==> src/rtl/overlay_slot_fade_manager_macros.svh <==
// Assertion macros shared by the overlay slot fade manager RTL.
`ifndef OVERLAY_SLOT_FADE_MANAGER_MACROS_SVH
`define OVERLAY_SLOT_FADE_MANAGER_MACROS_SVH

// Same-cycle implication, checked on every clk edge outside reset.
`define OSFM_ASSERT_SAME(lbl, ante, cons, msg) \
  lbl: assert property (@(posedge clk) disable iff (!rst_n) (ante) |-> (cons)) \
    else $error(msg);

// Next-cycle implication, checked on every clk edge outside reset.
`define OSFM_ASSERT_NEXT(lbl, ante, cons, msg) \
  lbl: assert property (@(posedge clk) disable iff (!rst_n) (ante) |=> (cons)) \
    else $error(msg);

`endif

==> src/rtl/osfm_pkg.sv <==
// Types, codes and constants of the overlay slot fade manager.
`default_nettype none

package osfm_pkg;

  localparam int SLOTS_DEF      = 8;
  localparam int MAX_REPORTS    = 8;
  localparam int RPT_W          = $clog2(MAX_REPORTS + 1);
  localparam int ALPHA_FRAC     = 8;
  localparam int TIME_W         = 31;
  localparam int FADE_W         = 16;
  localparam int ID_W           = 8;
  localparam int SLOT_OUT_W     = 3;
  localparam logic [FADE_W-1:0] FADE_RESET = 16'd200;
  localparam logic [8:0]        ALPHA_FULL = 9'd256;

  localparam logic [1:0] OP_OPEN  = 2'd0;
  localparam logic [1:0] OP_CLOSE = 2'd1;
  localparam logic [1:0] OP_TICK  = 2'd2;

  localparam logic [1:0] KIND_OPEN   = 2'd0;
  localparam logic [1:0] KIND_CLOSE  = 2'd1;
  localparam logic [1:0] KIND_REPORT = 2'd2;

  typedef enum logic [1:0] {
    MODE_OFF = 2'd0,
    MODE_IN  = 2'd1,
    MODE_ON  = 2'd2,
    MODE_OUT = 2'd3
  } mode_t;

  typedef struct packed {
    logic [1:0]        opcode;
    logic [ID_W-1:0]   window_id;
    logic [FADE_W-1:0] auto_close_ms;
    logic [TIME_W-1:0] now_ms;
  } in_item_t;

  typedef struct packed {
    logic [1:0]            kind;
    logic [SLOT_OUT_W-1:0] slot;
    logic [ID_W-1:0]       shown_id;
    logic [1:0]            shown_state;
    logic [8:0]            alpha_q8;
    logic                  last;
  } out_item_t;

  typedef struct packed {
    logic [ID_W-1:0]   id;
    mode_t             mode;
    logic [TIME_W-1:0] start;
    logic [FADE_W-1:0] auto_close;
  } slot_entry_t;

  typedef struct packed {
    logic              start;
    logic [FADE_W-1:0] num;
    logic [FADE_W-1:0] den;
  } div_req_t;

  typedef struct packed {
    logic                  done;
    logic [ALPHA_FRAC-1:0] quot;
  } div_rsp_t;

endpackage

`default_nettype wire

==> src/rtl/osfm_ram.sv <==
// Generic single-write, single-read RAM with registered read data.
`default_nettype none

module osfm_ram #(
  parameter int WIDTH = 8,
  parameter int DEPTH = 8
) (
  input  wire logic                                   clk,
  input  wire logic                                   we,
  input  wire logic [((DEPTH > 1) ? $clog2(DEPTH) : 1)-1:0] waddr,
  input  wire logic [WIDTH-1:0]                       wdata,
  input  wire logic                                   re,
  input  wire logic [((DEPTH > 1) ? $clog2(DEPTH) : 1)-1:0] raddr,
  output logic      [WIDTH-1:0]                       rdata
);

  logic [WIDTH-1:0] mem_r [DEPTH];

  always_ff @(posedge clk) begin
    if (we) begin
      mem_r[waddr] <= wdata;
    end
    if (re) begin
      rdata <= mem_r[raddr];
    end
  end

endmodule

`default_nettype wire

==> src/rtl/osfm_div.sv <==
// Radix-2 restoring divider for the Q8 opacity fraction, one bit per cycle.
`default_nettype none
`include "overlay_slot_fade_manager_macros.svh"

module osfm_div
  import osfm_pkg::*;
(
  input  wire logic     clk,
  input  wire logic     rst_n,
  input  wire div_req_t req,
  output div_rsp_t      rsp
);

  localparam int STEP_W = (ALPHA_FRAC > 1) ? $clog2(ALPHA_FRAC) : 1;

  logic                  busy_r;
  logic                  done_r;
  logic [STEP_W-1:0]     step_r;
  logic [FADE_W-1:0]     rem_r;
  logic [FADE_W-1:0]     den_r;
  logic [ALPHA_FRAC-1:0] quot_r;
  logic [FADE_W:0]       shl;
  logic                  fits;
  logic                  last_step;

  // num < den on entry, so the shifted remainder stays below 2*den.
  assign shl       = {rem_r, 1'b0};
  assign fits      = shl >= {1'b0, den_r};
  assign last_step = step_r == STEP_W'(ALPHA_FRAC - 1);

  always_ff @(posedge clk) begin
    if (!rst_n) begin
      busy_r <= 1'b0;
      done_r <= 1'b0;
      step_r <= '0;
    end else begin
      done_r <= busy_r && last_step;
      if (req.start) begin
        busy_r <= 1'b1;
        step_r <= '0;
      end else if (busy_r) begin
        step_r <= step_r + STEP_W'(1);
        if (last_step) begin
          busy_r <= 1'b0;
        end
      end
    end
  end

  always_ff @(posedge clk) begin
    if (req.start) begin
      rem_r  <= req.num;
      den_r  <= req.den;
      quot_r <= '0;
    end else if (busy_r) begin
      rem_r  <= fits ? FADE_W'(shl - {1'b0, den_r}) : shl[FADE_W-1:0];
      quot_r <= {quot_r[ALPHA_FRAC-2:0], fits};
    end
  end

  assign rsp.done = done_r;
  assign rsp.quot = quot_r;

  `OSFM_ASSERT_SAME(a_div_no_restart, req.start, !busy_r, "divider started while busy")
  `OSFM_ASSERT_NEXT(a_div_starts, req.start, busy_r, "divider did not start")
  `OSFM_ASSERT_SAME(a_div_done_idle, done_r, !busy_r, "divider done while still busy")

endmodule

`default_nettype wire

==> src/rtl/overlay_slot_fade_manager.sv <==
// Top level of the overlay slot fade manager: sequencer around the slot table RAM.
// Every transaction walks all SLOTS slots in turn, reading each and then evaluating it.
// A tick also pushes each reported slot and waits on the divider while a fade divides.
// Throughput: one transaction at a time; the next is taken in the idle cycle after finish.
// The pace is set by the single RAM read port, walked one slot per read, and the divider.
// Reset (rst_n, synchronous): all slots off via per-slot valid bits, fade time 200 ms.
`default_nettype none
`include "overlay_slot_fade_manager_macros.svh"

module overlay_slot_fade_manager
  import osfm_pkg::*;
#(
  parameter int SLOTS = SLOTS_DEF
) (
  input  wire logic              clk,
  input  wire logic              rst_n,
  // input transactions
  input  wire logic              in_valid,
  output logic                   in_stall,
  input  wire in_item_t          in_data,
  // result transactions
  output logic                   out_valid,
  input  wire logic              out_stall,
  output out_item_t              out_data,
  // fade time register
  input  wire logic              cfg_valid,
  output logic                   cfg_ready,
  input  wire logic [FADE_W-1:0] cfg_data
);

  localparam int IW = (SLOTS > 1) ? $clog2(SLOTS) : 1;

  typedef enum logic [5:0] {
    ST_IDLE = 6'b000001,
    ST_RD   = 6'b000010,  // read slot idx_r
    ST_EVAL = 6'b000100,  // slot data on RAM output, update and write back
    ST_DIV  = 6'b001000,  // wait for alpha fraction
    ST_PUSH = 6'b010000,  // move candidate report into the hold slot
    ST_FIN  = 6'b100000   // issue final result of the transaction
  } state_t;

  state_t st_r, st_nxt;

  // configuration and table bookkeeping
  logic [FADE_W-1:0] fade_r;
  logic [SLOTS-1:0]  valid_r;
  logic              rd_vld_r;
  logic [IW-1:0]     idx_r;
  logic              idx_last;
  in_item_t          item_r;

  // open scan trackers
  logic              match_found_r, free_found_r;
  logic [IW-1:0]     match_idx_r, free_idx_r, min_idx_r, pick;
  logic [TIME_W-1:0] min_time_r;

  // close scan trackers
  logic              close_found_r;
  logic [IW-1:0]     close_idx_r;

  // tick reports: the held one waits until we know whether it is the last
  out_item_t         cand_r, hold_r, out_r;
  logic              hold_vld_r, out_vld_r, out_free;
  logic [RPT_W-1:0]  rpt_cnt_r;

  // RAM ports
  slot_entry_t       ram_rdata, ram_wdata, ent, ev_wentry, open_entry;
  logic              ram_we, ram_re;
  logic [IW-1:0]     ram_waddr;

  // slot evaluation
  logic              live, id_hit, ft_hit, ac_hit;
  logic [TIME_W-1:0] el;
  logic              tk_we, tk_report, tk_need_div, tk_full;
  mode_t             tk_state;
  logic [FADE_W-1:0] tk_num;
  logic              ev_we, rpt_room;

  div_req_t          div_req;
  div_rsp_t          div_rsp;

  osfm_ram #(
    .WIDTH ($bits(slot_entry_t)),
    .DEPTH (SLOTS)
  ) u_table (
    .clk   (clk),
    .we    (ram_we),
    .waddr (ram_waddr),
    .wdata (ram_wdata),
    .re    (ram_re),
    .raddr (idx_r),
    .rdata (ram_rdata)
  );

  osfm_div u_div (
    .clk   (clk),
    .rst_n (rst_n),
    .req   (div_req),
    .rsp   (div_rsp)
  );

  assign in_stall  = st_r != ST_IDLE;
  assign cfg_ready = st_r == ST_IDLE;
  assign out_valid = out_vld_r;
  assign out_data  = out_r;
  assign out_free  = !out_vld_r || !out_stall;
  assign idx_last  = idx_r == IW'(SLOTS - 1);
  assign ram_re    = st_r == ST_RD;
  assign rpt_room  = rpt_cnt_r < RPT_W'(MAX_REPORTS);

  // Never-written slots read as all zero, i.e. off.
  assign ent    = rd_vld_r ? ram_rdata : '0;
  assign live   = ent.mode != MODE_OFF;
  assign id_hit = live && (ent.id == item_r.window_id);
  // elapsed time, clamped at zero
  assign el     = (item_r.now_ms > ent.start) ? TIME_W'(item_r.now_ms - ent.start) : '0;
  assign ft_hit = el >= TIME_W'(fade_r);
  assign ac_hit = (ent.auto_close != '0) && (el >= TIME_W'(ent.auto_close));

  assign pick = match_found_r ? match_idx_r : (free_found_r ? free_idx_r : min_idx_r);

  // Per-slot tick step.
  always_comb begin
    tk_we       = 1'b0;
    tk_report   = 1'b0;
    tk_need_div = 1'b0;
    tk_full     = 1'b0;
    tk_state    = ent.mode;
    tk_num      = '0;
    ev_wentry   = ent;
    case (ent.mode)
      MODE_IN: begin
        tk_report = 1'b1;
        if (ft_hit) begin
          tk_we           = 1'b1;
          ev_wentry.mode  = MODE_ON;
          ev_wentry.start = item_r.now_ms;
          tk_state        = MODE_ON;
          tk_full         = 1'b1;
        end else begin
          tk_need_div = 1'b1;
          tk_num      = el[FADE_W-1:0];
        end
      end
      MODE_ON: begin
        tk_report = 1'b1;
        tk_full   = 1'b1;
        if (ac_hit) begin
          tk_we           = 1'b1;
          ev_wentry.mode  = MODE_OUT;
          ev_wentry.start = item_r.now_ms;
          tk_state        = MODE_OUT;
        end
      end
      MODE_OUT: begin
        if (ft_hit) begin
          // faded out: back to off, not reported
          tk_we          = 1'b1;
          ev_wentry.mode = MODE_OFF;
        end else if (el == '0) begin
          // fade-out has not started yet: still fully opaque
          tk_report = 1'b1;
          tk_full   = 1'b1;
        end else begin
          tk_report   = 1'b1;
          tk_need_div = 1'b1;
          tk_num      = fade_r - el[FADE_W-1:0];
        end
      end
      default: begin
      end
    endcase
    // a close reuses the same write path
    if (item_r.opcode == OP_CLOSE) begin
      ev_wentry       = ent;
      ev_wentry.mode  = MODE_OUT;
      ev_wentry.start = item_r.now_ms;
    end
  end

  assign ev_we = ((item_r.opcode == OP_CLOSE) && id_hit) ||
                 ((item_r.opcode == OP_TICK) && tk_we);

  always_comb begin
    open_entry.id         = item_r.window_id;
    open_entry.mode       = MODE_IN;
    open_entry.start      = item_r.now_ms;
    open_entry.auto_close = item_r.auto_close_ms;
  end

  // Writes to slot idx_r land after its read; the next read is a later slot,
  // and the open write-back comes after the whole scan, so no forwarding.
  always_comb begin
    ram_we    = 1'b0;
    ram_waddr = idx_r;
    ram_wdata = ev_wentry;
    if (st_r == ST_EVAL) begin
      ram_we = ev_we;
    end else if ((st_r == ST_FIN) && (item_r.opcode == OP_OPEN) && out_free) begin
      ram_we    = 1'b1;
      ram_waddr = pick;
      ram_wdata = open_entry;
    end
  end

  assign div_req.start = (st_r == ST_EVAL) && (item_r.opcode == OP_TICK) &&
                         tk_report && tk_need_div && rpt_room;
  assign div_req.num   = tk_num;
  assign div_req.den   = fade_r;

  // Sequencer.
  always_comb begin
    st_nxt = st_r;
    unique case (st_r)
      ST_IDLE: begin
        if (in_valid) begin
          st_nxt = ST_RD;
        end
      end
      ST_RD: begin
        st_nxt = ST_EVAL;
      end
      ST_EVAL: begin
        if (div_req.start) begin
          st_nxt = ST_DIV;
        end else if ((item_r.opcode == OP_TICK) && tk_report && rpt_room) begin
          st_nxt = ST_PUSH;
        end else begin
          st_nxt = idx_last ? ST_FIN : ST_RD;
        end
      end
      ST_DIV: begin
        if (div_rsp.done) begin
          st_nxt = ST_PUSH;
        end
      end
      ST_PUSH: begin
        if (!hold_vld_r || out_free) begin
          st_nxt = idx_last ? ST_FIN : ST_RD;
        end
      end
      ST_FIN: begin
        if (out_free || ((item_r.opcode == OP_TICK) && !hold_vld_r) ||
            (item_r.opcode != OP_OPEN && item_r.opcode != OP_CLOSE &&
             item_r.opcode != OP_TICK)) begin
          st_nxt = ST_IDLE;
        end
      end
      default: begin
        st_nxt = ST_IDLE;
      end
    endcase
  end

  // Control registers.
  always_ff @(posedge clk) begin
    if (!rst_n) begin
      st_r          <= ST_IDLE;
      fade_r        <= FADE_RESET;
      valid_r       <= '0;
      rd_vld_r      <= 1'b0;
      idx_r         <= '0;
      match_found_r <= 1'b0;
      free_found_r  <= 1'b0;
      close_found_r <= 1'b0;
      hold_vld_r    <= 1'b0;
      out_vld_r     <= 1'b0;
      rpt_cnt_r     <= '0;
    end else begin
      st_r <= st_nxt;
      if (cfg_valid && cfg_ready) begin
        fade_r <= cfg_data;
      end
      if (ram_we) begin
        valid_r[ram_waddr] <= 1'b1;
      end
      if (out_vld_r && !out_stall) begin
        out_vld_r <= 1'b0;
      end
      unique case (st_r)
        ST_IDLE: begin
          if (in_valid) begin
            idx_r         <= '0;
            match_found_r <= 1'b0;
            free_found_r  <= 1'b0;
            close_found_r <= 1'b0;
            hold_vld_r    <= 1'b0;
            rpt_cnt_r     <= '0;
          end
        end
        ST_RD: begin
          rd_vld_r <= valid_r[idx_r];
        end
        ST_EVAL: begin
          if ((item_r.opcode == OP_OPEN) && id_hit && !match_found_r) begin
            match_found_r <= 1'b1;
          end
          if ((item_r.opcode == OP_OPEN) && !live && !free_found_r) begin
            free_found_r <= 1'b1;
          end
          if ((item_r.opcode == OP_CLOSE) && id_hit && !close_found_r) begin
            close_found_r <= 1'b1;
          end
          if ((st_nxt == ST_RD) && !idx_last) begin
            idx_r <= idx_r + IW'(1);
          end
        end
        ST_PUSH: begin
          if (!hold_vld_r || out_free) begin
            if (hold_vld_r) begin
              out_vld_r <= 1'b1;
            end
            hold_vld_r <= 1'b1;
            rpt_cnt_r  <= rpt_cnt_r + RPT_W'(1);
            if (!idx_last) begin
              idx_r <= idx_r + IW'(1);
            end
          end
        end
        ST_FIN: begin
          if (out_free) begin
            if ((item_r.opcode == OP_OPEN) || (item_r.opcode == OP_CLOSE) ||
                ((item_r.opcode == OP_TICK) && hold_vld_r)) begin
              out_vld_r <= 1'b1;
            end
            hold_vld_r <= 1'b0;
          end
        end
        default: begin
        end
      endcase
    end
  end

  // Payload registers.
  always_ff @(posedge clk) begin
    if ((st_r == ST_IDLE) && in_valid) begin
      item_r <= in_data;
    end
    if ((st_r == ST_EVAL) && (item_r.opcode == OP_OPEN)) begin
      if (id_hit && !match_found_r) begin
        match_idx_r <= idx_r;
      end
      if (!live && !free_found_r) begin
        free_idx_r <= idx_r;
      end
      // earliest start wins, lowest index on a tie
      if ((idx_r == '0) || (ent.start < min_time_r)) begin
        min_idx_r  <= idx_r;
        min_time_r <= ent.start;
      end
    end
    if ((st_r == ST_EVAL) && (item_r.opcode == OP_CLOSE) && id_hit && !close_found_r) begin
      close_idx_r <= idx_r;
    end
    if (st_r == ST_EVAL) begin
      cand_r.kind        <= KIND_REPORT;
      cand_r.slot        <= SLOT_OUT_W'(idx_r);
      cand_r.shown_id    <= ent.id;
      cand_r.shown_state <= tk_state;
      cand_r.alpha_q8    <= tk_full ? ALPHA_FULL : '0;
      cand_r.last        <= 1'b0;
    end
    if ((st_r == ST_DIV) && div_rsp.done) begin
      cand_r.alpha_q8 <= {1'b0, div_rsp.quot};
    end
    if ((st_r == ST_PUSH) && (!hold_vld_r || out_free)) begin
      if (hold_vld_r) begin
        out_r <= hold_r;
      end
      hold_r <= cand_r;
    end
    if ((st_r == ST_FIN) && out_free) begin
      case (item_r.opcode)
        OP_OPEN: begin
          out_r.kind        <= KIND_OPEN;
          out_r.slot        <= SLOT_OUT_W'(pick);
          out_r.shown_id    <= item_r.window_id;
          out_r.shown_state <= MODE_IN;
          out_r.alpha_q8    <= '0;
          out_r.last        <= 1'b1;
        end
        OP_CLOSE: begin
          out_r.kind        <= KIND_CLOSE;
          out_r.slot        <= close_found_r ? SLOT_OUT_W'(close_idx_r) : '0;
          out_r.shown_id    <= item_r.window_id;
          out_r.shown_state <= close_found_r ? MODE_OUT : MODE_OFF;
          out_r.alpha_q8    <= '0;
          out_r.last        <= 1'b1;
        end
        OP_TICK: begin
          if (hold_vld_r) begin
            out_r      <= hold_r;
            out_r.last <= 1'b1;
          end
        end
        default: begin
        end
      endcase
    end
  end

  `OSFM_ASSERT_SAME(a_we_state, ram_we, (st_r == ST_EVAL) || (st_r == ST_FIN),
                    "slot table written outside eval or finish")
  `OSFM_ASSERT_SAME(a_div_done_state, div_rsp.done, st_r == ST_DIV,
                    "divider result arrived while not waiting")
  `OSFM_ASSERT_SAME(a_rpt_cap, 1'b1, rpt_cnt_r <= RPT_W'(MAX_REPORTS),
                    "report count beyond limit")
  `OSFM_ASSERT_SAME(a_idle_no_hold, st_r == ST_IDLE, !hold_vld_r,
                    "report left behind in hold slot")
  `OSFM_ASSERT_SAME(a_alpha_range, out_vld_r, out_r.alpha_q8 <= ALPHA_FULL,
                    "alpha above full opacity")

endmodule

`default_nettype wire

==> config.mk <==
export PLATFORM = sky130hd
export DESIGN_NAME = overlay_slot_fade_manager
export DESIGN_NICKNAME = d
export VERILOG_FILES = /design/src/rtl/osfm_pkg.sv /design/src/rtl/osfm_ram.sv /design/src/rtl/osfm_div.sv /design/src/rtl/overlay_slot_fade_manager.sv
export VERILOG_INCLUDE_DIRS = /design/src /design/src/rtl
export SDC_FILE = /design/constraint.sdc
export NUM_CORES = 1
export LEC_CHECK = 0
export BUFFER_PORTS_ARGS = -buffer_cell sky130_fd_sc_hd__buf_2
export CORE_UTILIZATION = 62
export DETAILED_ROUTE_END_ITERATION = 10
export GPL_ROUTABILITY_DRIVEN = 0
export PLACE_DENSITY = 0.79
export SLEW_MARGIN = 20
export SYNTH_ARGS = -nofsm -noshare
export SYNTH_HDL_FRONTEND = slang
export SYNTH_HIERARCHICAL = 1
export SYNTH_SLANG_ARGS = --single-unit
==> constraint.sdc <==
create_clock -name clk -period 14.35 [get_ports clk]
set_input_delay 0.7175 -clock clk [delete_from_list [all_inputs] [get_ports clk]]
set_output_delay 0.7175 -clock clk [all_outputs]
set_load 0.05 [all_outputs]
==> summary.txt <==
Outcome
  • Outcome: complete, no violations

Synthesis
  • Sequential fraction of the synthesis area: 63.2%
  • Register bit count reported by yosys: 770
  • EDFF count, synth: 688
  • Distinct cells, synth: 86
  • Post-Syn Nets: 2691
  • Mapped Cells: 2473
  • Netlist Area Pre-Place: 35300 um^2
  • Yosys warnings: 6
  • Synth area leader: edfxtp_1
  • Primary FF master, synth: edfxtp_1
  • Post-synthesis area per instance: 14.3 um^2
  • Most area-consuming cells after synthesis: edfxtp_1, mux4_2, ha_1, dfxtp_1, nand2_1
  • FFs w/ async S/R, synth: 0%
  • Yosys top cell area share: 58.5%

Worst setup path
  • Worst Path Required: 14.71 ns
  • Critical Path Sink Type: register
  • Critical path fanouts, max: 52
  • CP dominant cell by count: o21ai_0
  • Max incr delay on CP: 0.64 ns
  • Crit Path Category: register to register
  • Worst path slowest cell: clkinv_1
  • Data arrival, critical path: 9.04 ns
  • Critical Path Start Type: register

Floorplanning
  • Die width: 241 um
  • Standard-cell row count: 87
  • IO Count: 106
  • Die ar.: 57900 um^2
  • Initial Util: 62.7%
  • Core ar.: 56300 um^2
  • Die Height: 241 um

Global route
  • First-pass GRT wire length: 125 mm
  • Initial antenna violation count: 0
  • GRT Util Overall: 28.8%
  • Largest net degree at the start of global routing: 74
  • Total grt overflow: 0
  • Vias in the first global route: 21806

Clock tree
  • Clk_lat worst skew: 0.63 ns
  • H-tree depth reported by CTS: 3
  • Setup bufs post-CTS: 0
  • Num CTS Buffers: 77
  • CTS root buffer: clkbuf_16
  • Post_cts resized: 0
  • Longest Clk Path Bufs: 3
  • CTS tree: yes
  • CTS Sinks: 770
  • Hold_buf cts: 0
  • Clk pin slew, worst setup/hold paths: 0.06 ns

Layout
  • Number of fill cells: 3613
  • Area taken by multi-input logic gates: 12000 um^2
  • Antenna Diode Count: 0
  • P&R area growth vs syn: 10.7%
  • Layout cells sized above 1: 18.8%
  • Nets: 2792
  • Register area: 22300 um^2
  • Post-route cell area: 39100 um^2

Timing
  • Hold slack: 0.262 ns
  • Fin crit share: 60.5%
  • Setup-failing EPs final: 0
  • FMAX: 115 MHz
  • Final hold vios: 0
  • Slew headroom: 23.7%
  • Worst Max-Slew Pin Slew: 1.13 ns
  • Setup TNS: 0 ns
  • Fin crit period: 8.68 ns
  • Fin Clk Skew: 0.0211 ns
  • Unrepaired setup endpoints after global routing: no
  • Slew Limit Fails: 0

Routing
  • Via Count: 21936
  • Via/cell ratio: 6.47
  • Routed wire length per instance: 24.4 um
  • Iter 0 DRT Violations: 2080
  • Drt drc: 0
  • TritonRoute pass-1 iters: 5
  • Final ANT Viol Nets: 0
  • Total wire length: 82.7 mm

Run
  • MaxCap Viol Count: 0

Pwr
  • Net Switching: 1.23 mW
  • Worst vdd ir: 0.000109 V
  • P_int: 3.81 mW
  • Seq pwr share: 49.6%
  • Leak: 14.0 nW
  • Net switching fraction of the power: 24.4%
  • Clock power frac: 39.7%
  • Gate power share: 10.7%
  • Cell Pwr Density: 129 nW/um^2
  • Tot Pwr: 5.05 mW

Placement
  • DP Area: 36600 um^2
  • Dpl hpwl: 50.9 mm
  • # port buffers: 105

Hold path
  • Hold Crit Class: primary input to register
==> cells in the mapped netlist, drive strengths merged (25+ instances only) <==
cell	count
xor2	29
o22ai	49
clkbuf	75
mux2i	46
buf	34
nor2	86
o21ai	101
nand4	35
mux2	62
dfxtp	82
nand3	31
mux4	116
edfxtp	688
ha	137
nor3	27
a21oi	89
a21o	25
nand2	249
inv	155
==> logic make-up after synthesis <==
group           count (synthesis)  share of synthesized area, %
fa+ha+maj                     140                          5.03
simple gates                  558                          7.56
compound gates                464                          9.20
flops                         770                          63.2
xor+xnor                       52                          1.29
buf+inv                       265                          3.09
mux                           224                          10.7
==> cells in the final DEF (no fill, tap or decap), drive strengths merged, types with 9 or more instances in the layout <==
cell / n
or3: 13
mux2i: 46
a31o: 11
clkinv: 30
mux4: 116
o21ai: 101
nor2b: 21
nor2: 86
xnor2: 23
mux2: 62
nand2b: 23
and3: 14
o21a: 14
clkbuf: 98
nand2: 249
o211ai: 18
a21oi: 89
edfxtp: 688
nand4: 35
nand3: 31
o22ai: 49
a22o: 22
and2: 18
buf: 131
nor3: 27
a21o: 25
dfxtp: 82
a211oi: 18
ha: 137
nor4: 9
a31oi: 10
o31ai: 10
a21boi: 20
xor2: 29
or2: 9
inv: 161
==> final timing paths <==
path / slack [ns] / start / end / depth (start not counted)
setup reg to reg: 5.67 / rd_vld_r$_SDFFE_PN0P_ / u_div/rem_r[14]$_DFFE_PP_ / 28
setup / recovery: 5.67 / rd_vld_r$_SDFFE_PN0P_ / u_div/rem_r[14]$_DFFE_PP_ / 28
hold / removal: 0.26 / in_data[20] / item_r[20]$_DFFE_PP_ / 1
hold reg to reg: 0.42 / cand_r[8]$_SDFFCE_PN0P_ / hold_r[8]$_DFFE_PP_ / 0
==> flip-flops by register name, summed over array words and instances, names as in the netlist, 4 cells and up <==
register and count:
u_div/rem_r 16, u_div/den_r 16, min_time_r 31, hold_r 22
u_table/rdata 57, st_r 6, u_div/quot_r 8, valid_r 8
item_r 57, fade_r 16, cand_r 22, out_data 25
u_table/mem_r 456, rpt_cnt_r 4
==> layer usage <==
layer | vias to the layer above | wire length (um) | GRT usage [%] | share of wire (%)
li1 | 9714 | - | - | -
met1 | 10889 | 32400 | 38.3 | 39
met2 | 1131 | 40000 | 46.9 | 48
met3 | 202 | 6920 | 5.19 | 8.4
met4 | 0 | 3390 | 12.4 | 4.1
met5 | - | 0 | 0 | 0
==> cell type report <==
| cell class | count | area share [%] |
|---|---|---|
| clock buffers | 98 | 5.40 |
| well taps | 756 | 2.42 |
| multi-input cells | 1438 | 30.7 |
| clock inverters | 43 | 1.03 |
| flip-flops and latches | 770 | 57.1 |
| repair buffers | 131 | 1.84 |
| inverters | 156 | 1.50 |
==> critical path, delay by kind of cell (launching register included) <==
kind	cells	cell delay [ns]
flip-flops	1	0.45
AO/OA/AOI/OAI	12	2.98
buffers and inverters	5	1.91
AND/OR/NAND/NOR	9	2.21
adder cells (fa/ha/maj)	2	0.77
==> per-stage QoR <==
step           utilization (%)  setup WS (ns)  instances
2_1_floorplan                -           4.43       2473
3_3_place_gp              65.0           6.14       3251
3_5_place_dp              65.0           5.90       3251
4_1_cts                   69.5           5.87       3392
5_1_grt                   69.5           5.16       3392
6_report                  69.5           5.67       3392
==> power by group through the flow <==
stage	clock, mW	combinational [mW]	sequential [mW]
after CTS	2.02	0.524	2.50
after detailed placement	0	0.520	2.55
after floorplan	0	0.380	2.53
after global routing	2.10	0.584	2.50
final	2.00	0.541	2.50
after global placement	0	0.500	2.55
(Power assumes the default switching activity.)
